$ cat src/hw/rtl/ssort_pkg.sv
// ----------------------------------------------------------------------------
// Stable ascending sorter package
// Shared constants, the link that travels along the chain of cells and the command broadcast to them.
// ----------------------------------------------------------------------------
package ssort_pkg;

	localparam int SSORT_MAX_ITEMS_DEF = 64;
	localparam int SSORT_VALUE_W       = 32;

	// Contents of one cell as seen by its neighbors.
	typedef struct packed {
		logic signed [SSORT_VALUE_W-1:0] val;
		logic                            valid;
		logic                            gt;
	} ssort_link_t;

	// Command broadcast to every cell in a cycle.
	typedef struct packed {
		logic                            ins;
		logic                            shift;
		logic signed [SSORT_VALUE_W-1:0] v;
	} ssort_ctrl_t;

endpackage

$ cat src/hw/rtl/ssort_cell.sv
// ----------------------------------------------------------------------------
// Stable ascending sorter cell
// Holds one element of the sorted list; inserts, shifts right on insertion
// and shifts left during emission.
// ----------------------------------------------------------------------------
module ssort_cell (
	input  logic                clk,
	input  logic                arst_n,
	input  ssort_pkg::ssort_ctrl_t ctrl,
	input  ssort_pkg::ssort_link_t left,
	input  ssort_pkg::ssort_link_t right,
	output ssort_pkg::ssort_link_t link
);
	import ssort_pkg::*;

	logic signed [SSORT_VALUE_W-1:0] val_q;
	logic                            valid_q;
	logic                            gt;

	// Strictly greater keeps equal keys in arrival order.
	assign gt = valid_q && (val_q > ctrl.v);

	assign link.val   = val_q;
	assign link.valid = valid_q;
	assign link.gt    = gt;

	always_ff @(posedge clk or negedge arst_n) begin
		if (!arst_n) begin
			valid_q <= 1'b0;
		end else if (ctrl.shift) begin
			valid_q <= right.valid;
		end else if (ctrl.ins) begin
			valid_q <= valid_q || left.valid;
		end
	end

	always_ff @(posedge clk) begin
		if (ctrl.shift) begin
			val_q <= right.val;
		end else if (ctrl.ins) begin
			if (left.gt) begin
				val_q <= left.val;
			end else if (gt || (!valid_q && left.valid)) begin
				val_q <= ctrl.v;
			end
		end
	end

endmodule

$ cat config.mk
export PLATFORM = sky130hd
export DESIGN_NAME = ssort_cell
export DESIGN_NICKNAME = d
export VERILOG_FILES = /design/src/hw/rtl/ssort_pkg.sv /design/src/hw/rtl/ssort_cell.sv
export SDC_FILE = /design/constraint.sdc
export NUM_CORES = 1
export LEC_CHECK = 0
export ABC_AREA = 1
export BUFFER_PORTS_ARGS = -buffer_cell sky130_fd_sc_hd__clkbuf_2
export CAP_MARGIN = 10
export CORE_UTILIZATION = 45
export CTS_CLUSTER_DIAMETER = 30
export DETAILED_ROUTE_END_ITERATION = 6
export PLACE_DENSITY = 0.8
export RECOVER_POWER = 25
export SLEW_MARGIN = 20
export SYNTH_ARGS = -nofsm -noshare
export SYNTH_HDL_FRONTEND = slang
export SYNTH_SLANG_ARGS = --single-unit
$ cat constraint.sdc
create_clock -name clk -period 7.5 [get_ports clk]
set_clock_uncertainty 0.2 [all_clocks]
set_input_delay 1.5 -clock clk [delete_from_list [all_inputs] [get_ports clk]]
set_output_delay 1.5 -clock clk [all_outputs]
set_load 0.02 [all_outputs]
==> flow_metrics.py <==
metrics = {
    "finish": {
        "layout.cells.non_filler": 519,
        "seqCellArea_sq_um": 985.9,
        "final_layout_size_suffix_gt1_share_pct": 29.75,
        "syn_to_final_growth_pct": 30.55,
        "layout_commonest_cell": "clkbuf_2",
        "fill_cells": 519,
        "insertedDiodeCount": 0,
        "multiInputGateArea_sq_um": 1404,
        "final_cell_mix": "clkbuf_2 (111), nand2_1 (77), inv_1 (46)",
        "nets": 582,
    },
    "clock_tree": {
        "clk_latency_ns": 0.28,
        "cts.path.max_buffers": 2,
        "htreeDepth": 2,
        "cts_tree": "done",
        "post_cts.repair.setup_buffers": 0,
        "cts-resized-gates": 0,
        "holdBufCountCts": 0,
        "cts_buffers": 5,
        "clock-sinks": 33,
        "cts.clk_slew.worst_paths_ns": 0.07,
        "root_buffer": "clkbuf_8",
    },
    "grt": {
        "antenna_found_initial": 0,
        "grt_max_degree": 64,
        "grt_pass1_vias": 2400,
        "grt_pass1_wl_mm": 10.42,
        "grt_remaining_overflow": 0,
        "grt_usage_pct": 21.10,
    },
    "synth": {
        "async_flop_share_pct": 3.030,
        "netlist_area_sq_um": 2654,
        "synth_area_per_cell_sq_um": 8.398,
        "synth_compound_area_share_pct": 21.55,
        "synth_mux_area_share_pct": 0,
        "synthAdderAreaFrac_pct": 15.09,
        "yosysSeqAreaShare_pct": 37.15,
        "syn-instance-count": 316,
        "ys_warn_count": 0,
        "synth_edf_count": 32,
        "synth_seq_cells": 33,
        "synth_top_family_by_area": "compound AO/OA/AOI/OAI gates",
        "synthSimpleGateAreaFrac_pct": 15.98,
        "ys.flop_type": "edfxtp_1",
        "syn_nets": 452,
        "synth_xor_area_share_pct": 0,
        "synth.distinct_cells": 29,
    },
    "sta": {
        "setup_viol": 0,
        "fmax_ghz": 0.2130,
        "fin_crit_sh_pct": 62.60,
        "rsz0062_at_grt": "no",
        "slew_violations": 0,
        "finalHoldViolCount": 0,
        "worst_pin_slew_ns": 0.9813,
        "fin_crit_ns": 4.695,
        "max_slew_margin_pct": 34.49,
        "fin_tns_setup_ns": 0,
    },
    "outcome": {
        "outcome": "finished, final reports clean",
    },
    "route": {
        "vias": 2563,
        "wl_per_cell_um": 12.53,
        "ant_nets": 0,
        "routed_wl_mm": 6.505,
        "drtIter0Drc": 80,
        "drc": 0,
        "viasPerCell": 4.938,
        "first_pass_iters": 4,
    },
    "critical_path": {
        "critPathLaunchType": "input pin",
        "critPathCapture": "link[0]",
        "crit_type": "in2out",
        "required_ns": 5.80,
        "r2r_end": "val_q[5]",
        "r2r_slack_ns": 4.70,
        "critical_path_arrival_ns": 3.00,
        "cp_max_fo": 3,
        "endpoint_kind": "primary output",
        "r2r_start": "val_q[27]",
        "critical_path.startpoint": "ctrl[11]",
        "rr_worst_depth": 12,
    },
    "floorplanning": {
        "start_util_pct": 47.32,
        "ioPinCount": 138,
        "die_w_um": 78.80,
        "rows": 27,
        "dieHeight_um": 78.80,
        "core_region_area_sq_um": 5608,
        "dieArea_sq_um": 6209,
    },
    "worst_hold_path": {
        "hold_path_class": "reg2reg",
    },
    "placed_design": {
        "io_buffers": 136,
        "dp.cells": 510,
        "gp_congestion": 0.7839,
        "dp_hpwl_mm": 4.946,
    },
    "power_and_ir_drop": {
        "ir_drop_v": 0.00008598,
        "powerDensity_nw_per_um2": 167.2,
        "total_power_uw": 579.4,
        "p_leak_uw": 0.001766,
    },
    "flow_run": {
        "drv_cap": 0,
    },
}
[worst min-delay path by stage]
stage | start | endpoint | slack (ns) | cells after the start
after floorplan | valid_q | valid_q | 0.35 | 2
after global placement | valid_q | valid_q | 0.39 | 2
after detailed placement | valid_q | valid_q | 0.39 | 2
after CTS | valid_q | valid_q | 0.41 | 2
after global routing | valid_q | valid_q | 0.45 | 2
final | valid_q | valid_q | 0.41 | 2
[critical path: stages]
cell	delay (ns)
clkbuf_2	0.08
inv_1	0.05
ha_1	0.33
a21oi_1	0.17
nand2_1	0.07
a21oi_1	0.17
nand2_1	0.10
nand2_1	0.09
nand2_1	0.05
nand2_1	0.06
nand3_2	0.09
inv_1	0.08
clkbuf_2	0.16
[stage by stage]
stage                     setup WS [ns]  util (%)  area, sq um  hold WS [ns]
after floorplan                   3.079         -         2654        0.3492
after global placement            2.859     60.04         3367        0.3858
after detailed placement          2.810     60.04         3367        0.3918
after CTS                         2.801     61.85         3468        0.4056
after global routing              2.570     61.78         3465        0.4519
final                             2.805     61.78         3465        0.4078
[flip-flops by register name, summed over array words and instances (netlist names)]
| register | count |
|---|---|
| valid_q | 1 |
| val_q | 32 |
[power by group]
part	switching (uW)	internal [uW]	total (uW)	leakage (uW)
Sequential	11.4	229	240	0.000328
Clock	63.9	82.9	147	0.0000542
Combinational	114	77.9	192	0.00138
Total	190	390	579	0.00177
[area by class of cell]
cell class                 instances  area share, %
clock inverter                     1         0.1445
timing repair buffer             138          19.75
tap                               72          2.600
sequential                        33          28.46
multi-input combinational        215          40.52
clock buffer                       7          2.781
inverter                          53          5.742
[synthesized netlist by cell type (all sizes together) (4+ instances only)]
library cell	n	share of area (%)
edfxtp	32	36
nor2	18	3.2
nand3	4	1.4
o21a	29	8.2
clkbuf	6	0.85
a21oi	17	3.3
o211ai	29	8.2
nand2	77	11
buf	9	1.9
ha	32	15
inv	52	7.4
[kinds of logic (layout without fill, tap and decap cells)]
logic type                 count (synthesis)  after routing
adders and majority gates                 32             32
DFF                                       33             33
AOI/OAI and AO/OA                         82             82
buffers and inverters                     68            199
and+or+nand+nor                          101            101
[metal layers]
layer / vias to the layer above / routed length [um] / share of wire (%) / track usage, %
met5: - / 0 / 0 / 0
met2: 83 / 3242 / 50 / 37.48
li1: 1333 / - / - / -
met4: 0 / 90 / 1.4 / 7.778
met3: 8 / 318 / 4.9 / 3.218
met1: 1139 / 2853 / 44 / 25.62
(Power assumes the default switching activity.)
